## src/hw/rtl/bpr_pkg.sv

```systemverilog
// shared constants, types and tables for the phase rotator bank
// no dependencies
`default_nettype none
package bpr_pkg;
  localparam int unsigned WaveChannels = 16;
  localparam int unsigned FieldBits = 16;
  localparam int unsigned WaveBits = 4;
  localparam int unsigned CordicSteps = 16;
  localparam int unsigned AccBits = 34;
  localparam logic [15:0] InvCordicGain = 16'd39797;

  localparam logic [1:0] CmdPort0 = 2'd0;
  localparam logic [1:0] CmdPort1 = 2'd1;
  localparam logic [1:0] CmdVolt = 2'd2;
  localparam logic [1:0] CmdNop = 2'd3;

  localparam logic CfgGain = 1'b0;
  localparam logic CfgSens = 1'b1;

  typedef struct packed {
    logic                 port;
    logic [WaveBits-1:0]  wave;
    logic                 last;
  } tag_t;

  function automatic logic [13:0] atan_lut(input logic [3:0] i);
    logic [13:0] r;
    case (i)
      4'd0: r = 14'd8192;
      4'd1: r = 14'd4836;
      4'd2: r = 14'd2555;
      4'd3: r = 14'd1297;
      4'd4: r = 14'd651;
      4'd5: r = 14'd326;
      4'd6: r = 14'd163;
      4'd7: r = 14'd81;
      4'd8: r = 14'd41;
      4'd9: r = 14'd20;
      4'd10: r = 14'd10;
      4'd11: r = 14'd5;
      4'd12: r = 14'd3;
      4'd13: r = 14'd1;
      4'd14: r = 14'd1;
      default: r = 14'd0;
    endcase
    return r;
  endfunction
endpackage
`default_nettype wire

```

## src/hw/rtl/bpr_field_ram.sv

```systemverilog
// field store: both port tables in one synchronous ram with a registered read
// depends on bpr_pkg
`default_nettype none
module bpr_field_ram (
  input  wire logic                                clk_i,
  input  wire logic                                we_i,
  input  wire logic [bpr_pkg::WaveBits:0]          waddr_i,
  input  wire logic [2*bpr_pkg::FieldBits-1:0]     wdata_i,
  input  wire logic [bpr_pkg::WaveBits:0]          raddr_i,
  output logic      [2*bpr_pkg::FieldBits-1:0]     rdata_o
);
  logic [2*bpr_pkg::FieldBits-1:0] mem [2*bpr_pkg::WaveChannels];

  always_ff @(posedge clk_i) begin
    if (we_i) begin
      mem[waddr_i] <= wdata_i;
    end
    rdata_o <= mem[raddr_i];
  end
endmodule
`default_nettype wire

```

## config.mk

```make
export PLATFORM = sky130hd
export DESIGN_NAME = bpr_field_ram
export DESIGN_NICKNAME = d
export VERILOG_FILES = /design/src/hw/rtl/bpr_pkg.sv /design/src/hw/rtl/bpr_field_ram.sv
export SDC_FILE = /design/constraint.sdc
export NUM_CORES = 1
export LEC_CHECK = 0
export BUFFER_PORTS_ARGS = -buffer_cell sky130_fd_sc_hd__buf_2
export CAP_MARGIN = 20
export CORE_ASPECT_RATIO = 1.5
export CORE_UTILIZATION = 62
export DETAILED_ROUTE_END_ITERATION = 6
export PLACE_DENSITY_LB_ADDON = 0.1
export RECOVER_POWER = 25
export SYNTH_ARGS = -nofsm -noshare
export SYNTH_HDL_FRONTEND = slang
export SYNTH_SLANG_ARGS = --single-unit
```

## constraint.sdc

```tcl
create_clock -name clk_i -period 3.1 [get_ports clk_i]
set_input_delay 0.465 -clock clk_i [delete_from_list [all_inputs] [get_ports clk_i]]
set_output_delay 0.465 -clock clk_i [all_outputs]
set_load 0.01 [all_outputs]
```

# Yosys cells after proc, flatten, opt, wreduce, memory -nomap -nowiden
# Memories as Yosys holds them, arrays and structs flattened. A register that Yosys moved wholly into a read port is not among the register bits.
# Cells that the tools add are included.
[totals]
register_bits = 0
ram_bits = 1024
in_bits = 44
output_inout_bits = 32
n_memories = 1
[classes]
n_mux = 2
[mem_list]
columns = ["memory", "words", "width", "rd", "rd_ports_with_merged_regs", "wr", "line_no", "rtl"]
rows = [
  ["mem", 32, 32, 1, 1, 1, "bpr_field_ram.sv:12", "logic [2*bpr_pkg::FieldBits-1:0] mem [2*bpr_pkg::WaveChannels];"],
]
[op_table]
columns = ["operator", "count"]
rows = [
  ["$mux 1", 2],
]

# Logic depth before layout (Yosys ltp)
[depth]
word_depth = 2
depth_mapped = 8
ltp_nobuf = 5

# Worst setup path before layout
# No wires, ideal clock.
[synth_path]
path_type = "input port to flip-flop"
start = "input port waddr_i[1] in the netlist's numbering"
end = "memory mem[12][0] in the netlist's numbering, enable pin"
setup_ps = 421
arrival_ps = 2478
required_time_ps = 2679
path_slack_ps = 201
path_stages = 3
cell_sequence = "or3b_2 > clkbuf_1 > nor2_1"
[synth_rtl]
columns = ["item", "line_no", "rtl"]
rows = [
  ["start, declared", "bpr_field_ram.sv:7", "input wire logic [bpr_pkg::WaveBits:0] waddr_i,"],
  ["end, declared", "bpr_field_ram.sv:12", ""],
]
# Straight into the memory's write port.

==> results.yml <==
run_status:
  status: "completed"
timing:
  finalSetupTns_ns: 0
  finalClockSkew_ns: 0.0227
  timing.slew.headroom_pct: 6.04
  finalHoldViolCount: 0
  fin_crit_sh_pct: 59.2
  tightestPinTransition_ns: 1.41
  post-route-min-period_ns: 1.83
  drv_slew: 0
  setup_violations: 0
  rsz0062_at_grt: "false"
  clock.fmax_mhz: 545
logic_synthesis:
  synth_top_area_cell: "edfxtp_1"
  synth_top_area_share_pct: 76.0
  syn-num-nets: 2304
  synth-seq-cells: 1056
  synth_warnings: 0
  yosysUniqueCellTypes: 25
  synth-seq-area-share_pct: 77.5
  synth.avg_cell_area_um2: 17.9
  synth_area_leaders: "edfxtp_1, mux2i_1, a22oi_1"
  synthCells: 2260
  syn_area_um2: 40500
critical_path:
  critPathLaunchType: "primary input"
  rrSetupSlack_ns: 1.60
  crit_type: "primary input to register"
  cp_data_arrival_time_ns: 2.35
  worstPathMaxFanout: 29
  cp.required_ns: 3.61
  critPathCaptureType: "register"
drt:
  final_antenna_net_count: 0
  drc: 0
  routed_wl_mm: 95.0
  avgRoutedWirePerCell_um: 28.3
  vias: 21254
  drt_pass1_iterations: 6
  via_per_inst: 6.34
  drtIter0Drc: 2038
cells_and_area:
  syn_to_final_growth_pct: 12.9
  drive_above_1_share_pct: 13.5
  nNetsFinal: 2450
  stdcell_count: 3354
cts:
  cts_max_level: 3
  cts-root-buf: "clkbuf_16"
  cts.path.max_buffers: 3
  cts_resized: 0
  tritoncts: "yes"
  clk_pin_slew_ns: 0.06
  cts_made_buffers: 91
  clkLatencyLatePin_ns: 0.65
  postCtsHoldBufs: 0
  cts_setup_buffers: 0
  cts_sinks: 1056
placed_design:
  dpl.hpwl_mm: 53.7
  dp_cells: 3183
  routabilityCongestion: 0.835
  numPortBuffers: 75
global_route:
  antenna_found_initial: 6
  grt_use_total_pct: 29.1
  grt.overflow.total: 0
  grt_pass1_wl_mm: 137
  grt_pass1_vias: 21554
  grt_max_degree: 68
floorplan:
  ioPinCount: 76
  initial_core_util_pct: 62.8
  die_width_um: 211
  fp.dieArea_um2: 66300
  num_rows: 114
  fp.coreArea_um2: 64500
  fp.dieH_um: 315
power:
  p_per_area_nw_per_um2: 638
  p_leak_nw: 16.0
  peakVddDrop_uv: 580
run:
  max_cap_violations: 0
hold_path:
  hold_path_class: "primary input to register"
## stage by stage
| step | hold WS (ns) | total power [mW] | cell area, um2 | worst slack (ns) | util [%] |
|---|---|---|---|---|---|
| floorplan | 0.553 | 17.1 | 40500 | 0.201 | - |
| global placement | 0.585 | 17.7 | 42600 | 0.658 | 66.1 |
| detailed placement | 0.589 | 17.8 | 42600 | 0.662 | 66.1 |
| CTS | 0.286 | 29.3 | 45700 | 1.25 | 70.9 |
| global route | 0.367 | 29.9 | 45700 | 1.18 | 70.9 |
| finish | 0.344 | 29.1 | 45700 | 1.27 | 70.9 |
## Yosys cell counts
cell type and n:
mux2i_1 512, clkbuf_4 2, nand3_1 98, buf_4 33, nor2_1 34, edfxtp_1 1024
or3_1 1, a22o_1 64, a31oi_1 32, or3b_2 3, a21oi_1 96, nand2b_1 2
a22oi_1 96, nand3b_1 5, dfxtp_1 32, and2_1 1, or2_2 1, nor2b_1 1
clkbuf_1 46, nand2_1 98, buf_1 5, and2b_1 1, buf_2 26, nor3_1 32
buf_6 15
## final cells by class
| cell class | instances | area (um2) |
|---|---|---|
| Timing Repair Buffer | 180 | 1520 |
| Multi-Input combinational cell | 1077 | 8610 |
| Tap cell | 870 | 1090 |
| Clock buffer | 125 | 2560 |
| Antenna cell | 2 | 5.00 |
| Fill cell | 4070 | 18800 |
| Sequential cell | 1056 | 31400 |
| Clock inverter | 44 | 510 |
## worst paths after layout
path,from,endpoint,cells past startpoint
setup / recovery,raddr_i[0],rdata_o[19],7
hold / removal,wdata_i[21],mem[9][21],1
setup reg to reg,mem[7][27],rdata_o[27],5
hold reg to reg,mem[10][20],rdata_o[20],4
## report_power, final
group / internal [mW] / leakage, nW / switching [mW] / total [mW]
sequential: 15.9 / 9.49 / 0.0879 / 16.0
clock: 6.77 / 1.50 / 4.89 / 11.7
combinational: 0.509 / 4.98 / 1.01 / 1.51
total: 23.2 / 16.0 / 5.98 / 29.1
## registers in the layout, summed over array words and instances, names as in the netlist
name and flops:
mem 1024, rdata_o 32
## critical path, stage by stage
cell and delay [ns]:
buf_8 0.32, buf_12 0.29, buf_4 0.39, mux2i_1 0.26, a22oi_1 0.11, a31oi_1 0.35, nand3_1 0.13
## cell families after synthesis
| kind of cell | after synthesis | share of synthesized area [%] |
|---|---|---|
| flops | 1056 | 77.5 |
| mux | 512 | 12.7 |
| compound gates | 288 | 4.85 |
| simple gates | 277 | 3.10 |
| buf+inv | 127 | 1.86 |
## layout by cell type, fill, tap and decap left out, drive strengths merged
master / Yosys / final
buf: 79 / 160
nand3: 98 / 98
edfxtp: 1024 / 1024
nor2: 34 / 34
dfxtp: 32 / 32
a31oi: 32 / 32
or3b: 3 / 3
mux2i: 512 / 512
clkbuf: 48 / 145
a21oi: 96 / 96
nand2: 98 / 98
bufinv: 0 / 12
a22oi: 96 / 96
nor3: 32 / 32
clkinvlp: 0 / 2
clkinv: 0 / 29
nor2b: 1 / 1
or2: 1 / 1
nand3b: 5 / 5
and2: 1 / 1
or3: 1 / 1
inv: 0 / 1
diode: 0 / 2
nand2b: 2 / 2
a22o: 64 / 64
and2b: 1 / 1
## routing by layer
layer / share of wire, % / wire length (um) / global-route usage (%)
met1: 38 / 36100 / 36.9
met2: 51 / 48300 / 49.4
met3: 6.8 / 6460 / 4.80
met4: 4.3 / 4060 / 13.3
met5: 0.062 / 59 / 0
(Power assumes the default switching activity.)
