### config.mk
export PLATFORM = sky130hd
export DESIGN_NAME = bpr_rotator
export DESIGN_NICKNAME = d
export VERILOG_FILES = /design/src/hw/rtl/bpr_pkg.sv /design/src/hw/rtl/bpr_rotator.sv
export SDC_FILE = /design/constraint.sdc
export NUM_CORES = 2
export LEC_CHECK = 0
export ABC_AREA = 1
export BUFFER_PORTS_ARGS = -buffer_cell sky130_fd_sc_hd__buf_2
export CAP_MARGIN = 40
export CORE_ASPECT_RATIO = 1.2
export CORE_MARGIN = 8
export CORE_UTILIZATION = 57
export DETAILED_ROUTE_END_ITERATION = 6
export GPL_ROUTABILITY_DRIVEN = 0
export MAX_ROUTING_LAYER = met4
export PLACE_DENSITY = 0.78
export SLEW_MARGIN = 20
export SYNTH_ARGS = -nofsm -noshare
export SYNTH_HDL_FRONTEND = slang
export SYNTH_SLANG_ARGS = --single-unit
### constraint.sdc
create_clock -name clk_i -period 7.17 [get_ports clk_i]
set_clock_uncertainty 0.15 [all_clocks]
set_input_delay 0 -clock clk_i [delete_from_list [all_inputs] [get_ports clk_i]]
set_output_delay 0 -clock clk_i [all_outputs]
set_load 0.02 [all_outputs]
### src/hw/rtl/bpr_pkg.sv
// shared constants, types and tables for the phase rotator bank
// no dependencies
`default_nettype none
package bpr_pkg;
  localparam int unsigned WaveChannels = 16;
  localparam int unsigned FieldBits = 16;
  localparam int unsigned WaveBits = 4;
  localparam int unsigned CordicSteps = 16;
  localparam int unsigned AccBits = 34;
  localparam logic [15:0] InvCordicGain = 16'd39797;

  localparam logic [1:0] CmdPort0 = 2'd0;
  localparam logic [1:0] CmdPort1 = 2'd1;
  localparam logic [1:0] CmdVolt = 2'd2;
  localparam logic [1:0] CmdNop = 2'd3;

  localparam logic CfgGain = 1'b0;
  localparam logic CfgSens = 1'b1;

  typedef struct packed {
    logic                 port;
    logic [WaveBits-1:0]  wave;
    logic                 last;
  } tag_t;

  function automatic logic [13:0] atan_lut(input logic [3:0] i);
    logic [13:0] r;
    case (i)
      4'd0: r = 14'd8192;
      4'd1: r = 14'd4836;
      4'd2: r = 14'd2555;
      4'd3: r = 14'd1297;
      4'd4: r = 14'd651;
      4'd5: r = 14'd326;
      4'd6: r = 14'd163;
      4'd7: r = 14'd81;
      4'd8: r = 14'd41;
      4'd9: r = 14'd20;
      4'd10: r = 14'd10;
      4'd11: r = 14'd5;
      4'd12: r = 14'd3;
      4'd13: r = 14'd1;
      4'd14: r = 14'd1;
      default: r = 14'd0;
    endcase
    return r;
  endfunction
endpackage
`default_nettype wire

### src/hw/rtl/bpr_rotator.sv
// iterative cordic rotator with gain scaling and saturation, one item at a time
// depends on bpr_pkg
`default_nettype none
module bpr_rotator (
  input  wire logic                                clk_i,
  input  wire logic                                rst_ni,
  input  wire logic                                start_i,
  input  wire logic signed [bpr_pkg::FieldBits-1:0] re_i,
  input  wire logic signed [bpr_pkg::FieldBits-1:0] im_i,
  input  wire logic [15:0]                         phase_i,
  input  wire logic [15:0]                         gain_i,
  output logic                                     busy_o,
  output logic                                     done_o,
  output logic signed [bpr_pkg::FieldBits-1:0]     re_o,
  output logic signed [bpr_pkg::FieldBits-1:0]     im_o
);
  localparam int unsigned AB = bpr_pkg::AccBits;
  localparam logic [1:0] StIdle = 2'd0;
  localparam logic [1:0] StIter = 2'd1;
  localparam logic [1:0] StMul = 2'd2;
  localparam logic [1:0] StOut = 2'd3;

  logic [1:0] st_q, st_d;
  logic [3:0] it_q;
  logic signed [AB-1:0] x_q, y_q;
  logic signed [16:0] r_q;
  logic [16:0] kg_q;
  logic signed [AB+17:0] px_q, py_q;

  logic [1:0] q;
  logic [15:0] rw;
  logic signed [AB-1:0] a, b, dx, dy;
  logic [32:0] kgw;

  assign q = 2'((phase_i + 16'd8192) >> 14);
  assign rw = phase_i - {q, 14'd0};
  assign a = AB'(re_i) <<< 14;
  assign b = AB'(im_i) <<< 14;
  assign dx = y_q >>> it_q;
  assign dy = x_q >>> it_q;
  assign kgw = (33'(gain_i) * 33'(bpr_pkg::InvCordicGain) + 33'd32768) >> 16;

  function automatic logic signed [bpr_pkg::FieldBits-1:0] sat(
      input logic signed [AB+17:0] p);
    logic signed [AB+17:0] v;
    logic signed [AB+17:0] hi, lo;
    v = (p + (AB+18)'(64'sd1 <<< 29)) >>> 30;
    hi = (AB+18)'((64'sd1 <<< (bpr_pkg::FieldBits-1)) - 1);
    lo = -hi - 1;
    if (v > hi) return hi[bpr_pkg::FieldBits-1:0];
    if (v < lo) return lo[bpr_pkg::FieldBits-1:0];
    return v[bpr_pkg::FieldBits-1:0];
  endfunction

  always_comb begin
    st_d = st_q;
    unique case (st_q)
      StIdle: if (start_i) st_d = StIter;
      StIter: if (it_q == 4'd15) st_d = StMul;
      StMul:  st_d = StOut;
      StOut:  st_d = StIdle;
      default: st_d = StIdle;
    endcase
  end

  always_ff @(posedge clk_i or negedge rst_ni) begin
    if (!rst_ni) begin
      st_q <= StIdle;
    end else begin
      st_q <= st_d;
    end
  end

  always_ff @(posedge clk_i) begin
    if (st_q == StIdle && start_i) begin
      it_q <= 4'd0;
      r_q <= 17'(signed'(rw));
      kg_q <= kgw[16:0];
      case (q)
        2'd0: begin x_q <= a;  y_q <= b;  end
        2'd1: begin x_q <= -b; y_q <= a;  end
        2'd2: begin x_q <= -a; y_q <= -b; end
        default: begin x_q <= b; y_q <= -a; end
      endcase
    end else if (st_q == StIter) begin
      it_q <= it_q + 4'd1;
      if (!r_q[16]) begin
        x_q <= x_q - dx; y_q <= y_q + dy;
        r_q <= r_q - 17'(bpr_pkg::atan_lut(it_q));
      end else begin
        x_q <= x_q + dx; y_q <= y_q - dy;
        r_q <= r_q + 17'(bpr_pkg::atan_lut(it_q));
      end
    end else if (st_q == StMul) begin
      px_q <= (AB+18)'(x_q) * (AB+18)'(signed'({1'b0, kg_q}));
      py_q <= (AB+18)'(y_q) * (AB+18)'(signed'({1'b0, kg_q}));
    end else if (st_q == StOut) begin
      re_o <= sat(px_q);
      im_o <= sat(py_q);
    end
  end

  assign busy_o = st_q != StIdle;
  always_ff @(posedge clk_i or negedge rst_ni) begin
    if (!rst_ni) done_o <= 1'b0;
    else done_o <= st_q == StOut;
  end
endmodule
`default_nettype wire

=== Yosys cells after proc, flatten, opt, wreduce, memory -nomap -nowiden ===
Memory sizes are Yosys's and may differ from the RTL's. A register that Yosys moved wholly into a read port is not among the register bits.
Cells that the tools add are included.

* Memories kept: 2
* Word-level logic and storage cells: 109
* ROM bits: 448
* Latch bits: 0
* RAM bits: 0
* Output and inout bits: 34
* Register bits: 245

{| class="wikitable"
|+ Memory list
! memory !! depth !! bits a word !! read ports !! clocked after Yosys merged registers in !! write ports !! RTL line !! source
|-
| (no name shown) || 16 || 14 || 1 || 1 || 0 || bpr_pkg.sv:28 || <nowiki>case (i)</nowiki>
|-
| (no name shown) || 16 || 14 || 1 || 1 || 0 || bpr_pkg.sv:28 ||
|}

* Reduce and logical (&&, ||, !) cells: 8
* Divide/modulo/power cells: 0
* Multiply operators: 3
* Mux-type cells: 54
* Bitwise gates (word level): 3
* Equal/unequal tests: 8
* Add/subtract/negate cells: 14
* Magnitude comparators: 4
* Shift-type cells: 2

{| class="wikitable"
|+ Operators by type and width
! cell !! count
|-
| 34-bit two-way mux || 6
|-
| 34-bit one-hot mux with 3 select lines || 2
|-
| 16-bit two-way mux || 8
|-
| 52-bit by 31-bit adder with 52-bit output (second input constant) || 2
|-
| 34-bit by 18-bit multiplier with 52-bit output || 2
|-
| 14-bit two-way mux || 6
|-
| 34-bit adder || 2
|-
| 30-bit negator with 34-bit output || 2
|-
| 34-bit by 4-bit >>> shifter with 34-bit output || 2
|-
| 34-bit subtractor || 2
|-
| 17-bit two-way mux || 3
|-
| 22-bit by 16-bit > comparator with 1-bit output (second input constant) || 2
|-
| 22-bit by 16-bit less-than comparator with 1-bit output (second input constant) || 2
|-
| 32-bit by 16-bit adder with 33-bit output (second input constant) || 1
|-
| 16-bit by 16-bit multiplier with 32-bit output (second input constant) || 1
|-
| 1-bit two-way mux || 22
|-
| 17-bit by 14-bit adder with 17-bit output || 1
|-
| 17-bit by 14-bit subtractor with 17-bit output || 1
|-
| 16-bit by 14-bit adder with 16-bit output (second input constant) || 1
|-
| 4-bit two-way mux || 4
|-
| 16-bit subtractor || 1
|-
| 2-bit one-hot mux with 4 select lines || 1
|-
| 2-bit equality test (second input constant) || 3
|-
| 4-bit by 1-bit adder with 4-bit output (second input constant) || 1
|-
| 11 further kinds || 18
|}

=== Longest topological paths before layout ===
* Depth in word-level cells: 14
* Gate-level depth with buffers: 33
* Mapped depth without buffers: 31

=== Least setup slack after synthesis ===
OpenSTA, ideal clock, no wires.

* Path kind: reg2reg
* Start point: reg kg_q[7]
* End point: reg px_q[51] (data pin)
* Cell stages (with the launch flop): 22
* Setup slack: 979 ps
* Arrival: 5780 ps
* Required time: 6759 ps
* Buffers on the path: 3
* Cell sequence: edfxtp_1 > clkbuf_1 > clkbuf_1 > clkbuf_1 > nand2_1 > fa_1 > inv_1 > fa_1 > fa_1 > fa_1 > fa_1 > inv_1 > fa_1 > inv_1 > ha_1 > a21oi_1 > inv_1 > a31oi_1 > o21ai_0 > a221oi_1 > nand2_1 > xor2_1

* Word-level cells in the longest chain between the ends: 1

{| class="wikitable"
|+ Ends and longest elaborated chain
! what !! RTL line !! source
|-
| start, declared || bpr_rotator.sv:27 || <nowiki>logic [16:0] kg_q;</nowiki>
|-
| start signal, assigned || bpr_rotator.sv:78 || <nowiki>kg_q <= kgw[16:0];</nowiki>
|-
| 34-bit by 18-bit multiplier with 52-bit output || bpr_rotator.sv:95 || <nowiki>px_q <= (AB+18)'(x_q) * (AB+18)'(signed'({1'b0, kg_q}));</nowiki>
|-
| end signal, assigned || bpr_rotator.sv:95 ||
|-
| end, declared || bpr_rotator.sv:28 || <nowiki>logic signed [AB+17:0] px_q, py_q;</nowiki>
|}

Every way passes these cells.
A chain may end at the register's enable or synchronous reset.

=== Final worst setup path ===
* Start point: reg x_q[22]
* End point: reg px_q[42] (data pin)

* Word-level cells in the longest chain between the ends: 1

{| class="wikitable"
|+ Ends and longest elaborated chain
! what !! RTL line !! source
|-
| start, declared || bpr_rotator.sv:25 || <nowiki>logic signed [AB-1:0] x_q, y_q;</nowiki>
|-
| start signal, assigned || bpr_rotator.sv:82 || <nowiki>2'd2: begin x_q <= -a; y_q <= -b; end</nowiki>
|-
| start signal, assigned || bpr_rotator.sv:88 || <nowiki>x_q <= x_q - dx; y_q <= y_q + dy;</nowiki>
|-
| start signal, assigned || bpr_rotator.sv:91 || <nowiki>x_q <= x_q + dx; y_q <= y_q - dy;</nowiki>
|-
| 34-bit by 18-bit multiplier with 52-bit output || bpr_rotator.sv:95 ||
|}

Every way passes these cells.

==> impl_metrics.env <==
export IMPL_synth_net_count=10284
export IMPL_utilization=0.610
export IMPL_ctsRootBufferMaster="clkbuf_16"
export IMPL_synth_distinct_cells=55
export IMPL_floorplan_core_area_mm2=0.113
export IMPL_avgRoutedWirePerCell_um=18.1
export IMPL_die_w_um=323
export IMPL_synth_compound_area_frac=0.0662
export IMPL_clock_sinks=201
export IMPL_ios=101
export IMPL_antenna_found_initial=5
export IMPL_status="finished with violations"
export IMPL_ctsHoldBuffers=65
export IMPL_grt_start_max_net_pins=78
export IMPL_drcViolationCount=4
export IMPL_final_max_slew_viol_count=0
export IMPL_timing_final_ws_setup_ps=403
export IMPL_max_clock_freq_ghz=0.148
export IMPL_min_period_ps=6770
export IMPL_clk_latency_ps=620
export IMPL_yosysSeqAreaShare=0.0905
export IMPL_routed_wl_um=182000
export IMPL_syn_avg_cell_area_um2=7.55
export IMPL_count_of_flip_flops_with_a_built_in_enable_after_synthesis=180
export IMPL_yosys_most_used_dff="edfxtp_1"
export IMPL_maxCapViolCount=0
export IMPL_cp_num_buf_inv=5
export IMPL_io_buffer_count=100
export IMPL_worst_path_max_fanout=11
export IMPL_yosys_register_bits=201
export IMPL_critical_path_start_type="register"
export IMPL_die_h_um=385
export IMPL_most_numerous_cell_on_the_critical_path="fa_1"
export IMPL_deepest_level_of_the_cts_h_tree=1
export IMPL_critical_path_endpoint_type="register"
export IMPL_syn_area_mm2=0.0645
export IMPL_routed_via_count=56045
export IMPL_tritoncts="built"
export IMPL_cts_post_setup_buffers_inserted=0
export IMPL_layout_area_overhead_vs_synth_pct=6.51
export IMPL_final_common_cell="inv_1"
export IMPL_synth_async_sr_flop_share=0.0149
export IMPL_setup_viol=0
export IMPL_place_inst=9938
export IMPL_final_min_period_over_clock_period=0.944
export IMPL_synth_adder_area_share=0.464
export IMPL_overflow=0
export IMPL_final_instance_count_excl_fill=10070
export IMPL_clockBufferDepth=3
export IMPL_timing_critical_path_slowest_cell_delay_ps=890
export IMPL_violations_in_the_final_reports="design-rule violations"
export IMPL_holdCritPathClass="in2reg"
export IMPL_postRouteAntennaNets=0
export IMPL_layout_common_cells="inv_1 (2201), nand2_1 (2147), fa_1 (1204)"
export IMPL_worst_slack_after_detailed_placement_ps=564
export IMPL_data_required_time_at_the_worst_endpoint_ps=7370
export IMPL_vias_in_the_first_global_route=58934
export IMPL_setup_worst_path_class="reg2reg"
export IMPL_via_density=5.57
export IMPL_yosys_area_share_xor_xnor=0.0308
export IMPL_dp_hpwl_um=146000
export IMPL_clk_pin_slew_worst_paths_ps=60
export IMPL_basic_gate_share_of_the_synthesized_area_counting_and_or_nand_and_nor_cells=0.196
export IMPL_final_layout_size_suffix_gt1_frac=0.0445
export IMPL_rsz0062_at_grt="no"
export IMPL_grt_pass1_wl_um=296000
export IMPL_slew_margin_rel=0.377
export IMPL_post_cts_resize_count=0
export IMPL_fp_dieArea_mm2=0.124
export IMPL_arrival_ps=6970
export IMPL_detailedRoute_firstIterationViolations=4811
export IMPL_initial_cell_density_of_the_core=0.573
export IMPL_final_hold_violation_count=0
export IMPL_grt_total_usage=0.304
export IMPL_cp_top_family="adder cells"
export IMPL_synthesis_yosys_warnings=0
export IMPL_firstDrtPassIters=7
export IMPL_synth_top_family_by_area="adder cells"
export IMPL_final_setup_tns_ps=0
export IMPL_tightest_slew_ps=924
export IMPL_cts_inserted_buffers=27
export IMPL_synthMuxAreaShare=0
export IMPL_critPathSlowestCell="edfxtp_1"
export IMPL_placement_rows=135
export IMPL_worstPathCellList="buf_4, nand2_1, fa_1, inv_1, fa_1, fa_1, fa_1, fa_1, inv_1, fa_1, inv_1, ha_1, nand2_1, nor2_1, inv_1, nor4_1, nand2_1, nand2_1, a21oi_1, xnor2_1"
export IMPL_post_synth_inst_count=8547
export IMPL_nets=10275
[cells by family after synthesis]
| group | Yosys count |
|---|---|
| adder cells (fa/ha/maj) | 1670 |
| buffers and inverters | 2580 |
| AND/OR/NAND/NOR | 3113 |
| flip-flops | 201 |
| XOR/XNOR | 227 |
| AO/OA/AOI/OAI | 756 |
[flip-flops by register name, indices dropped and copies added (netlist names), named ones only]
name / cells
kg_q: 17
it_q: 4
py_q: 23
px_q: 23
x_q: 34
y_q: 34
r_q: 17
re_o: 16
done_o: 1
im_o: 16
st_q: 2
[synthesized netlist by cell type (all sizes together) (2+ instances only)]
library cell,instances,area (µm²)
o21a,17,128
fa,1204,24100
nor3,70,392
xnor2,66,578
a31oi,47,294
o211ai,9,67.6
nand3,448,2260
and3,10,62.6
ha,466,5830
clkbuf,220,826
a221oi,12,105
a21o,26,195
nor3b,5,47.5
nor2,362,1410
o31ai,6,45.0
dfrtp,3,75.1
or2,13,81.3
o221ai,15,131
a21oi,308,1540
edfxtp,180,5410
nand2,2158,8120
a211oi,2,15.0
inv,2208,8290
a21boi,10,75.1
o22ai,18,113
nor4,13,87.6
dfxtp,18,360
o21bai,24,184
o2111ai,3,26.3
a22oi,2,15.0
xor2,161,1410
nand3b,2,15.0
clkinv,2,7.51
nand4,32,200
buf,150,692
o21ai,253,1300
[path summary, 6_finish.rpt]
check	start	endpoint	slack, ps	cells after the start
max in group asynchronous	rst_ni	st_q[1]	6590	3
min reg2reg	st_q[1]	done_o	450	1
min in group asynchronous	rst_ni	st_q[0]	140	3
max reg2reg	x_q[22]	px_q[42]	400	20
min	phase_i[7]	r_q[7]	50	4
max	x_q[22]	px_q[42]	400	20
[layer usage]
metal  share of wire  global-route usage
met1            0.37               0.367
met2            0.47               0.491
met4           0.059               0.151
met5               0                   -
met3            0.10              0.0540
[cell type report]
| type | instances | area [µm²] |
|---|---|---|
| timing repair buffer | 332 | 2910 |
| multi-input combinational | 5766 | 48900 |
| sequential | 201 | 5850 |
| inverter | 2210 | 8300 |
| fill | 9660 | 43900 |
| clock inverter | 18 | 193 |
| antenna | 5 | 12.5 |
| tap | 1507 | 1890 |
| clock buffer | 31 | 691 |
[tightest hold or removal path, stage by stage]
cell	delay [ps]
dlygate4sd3_1	520
buf_2	90
nand2_1	40
nand2_1	50
[stage by stage]
step	cell area (µm²)	hold WS (ps)
final	68700	46.5
after global routing	68700	83.0
after CTS	68500	21.8
after detailed placement	67000	-345
after global placement	66600	-353
after floorplan	64500	-446
Power is left out: the tool's default activity adds up to more than one toggle a clock period on the data nets, which glitch-free logic cannot reach.
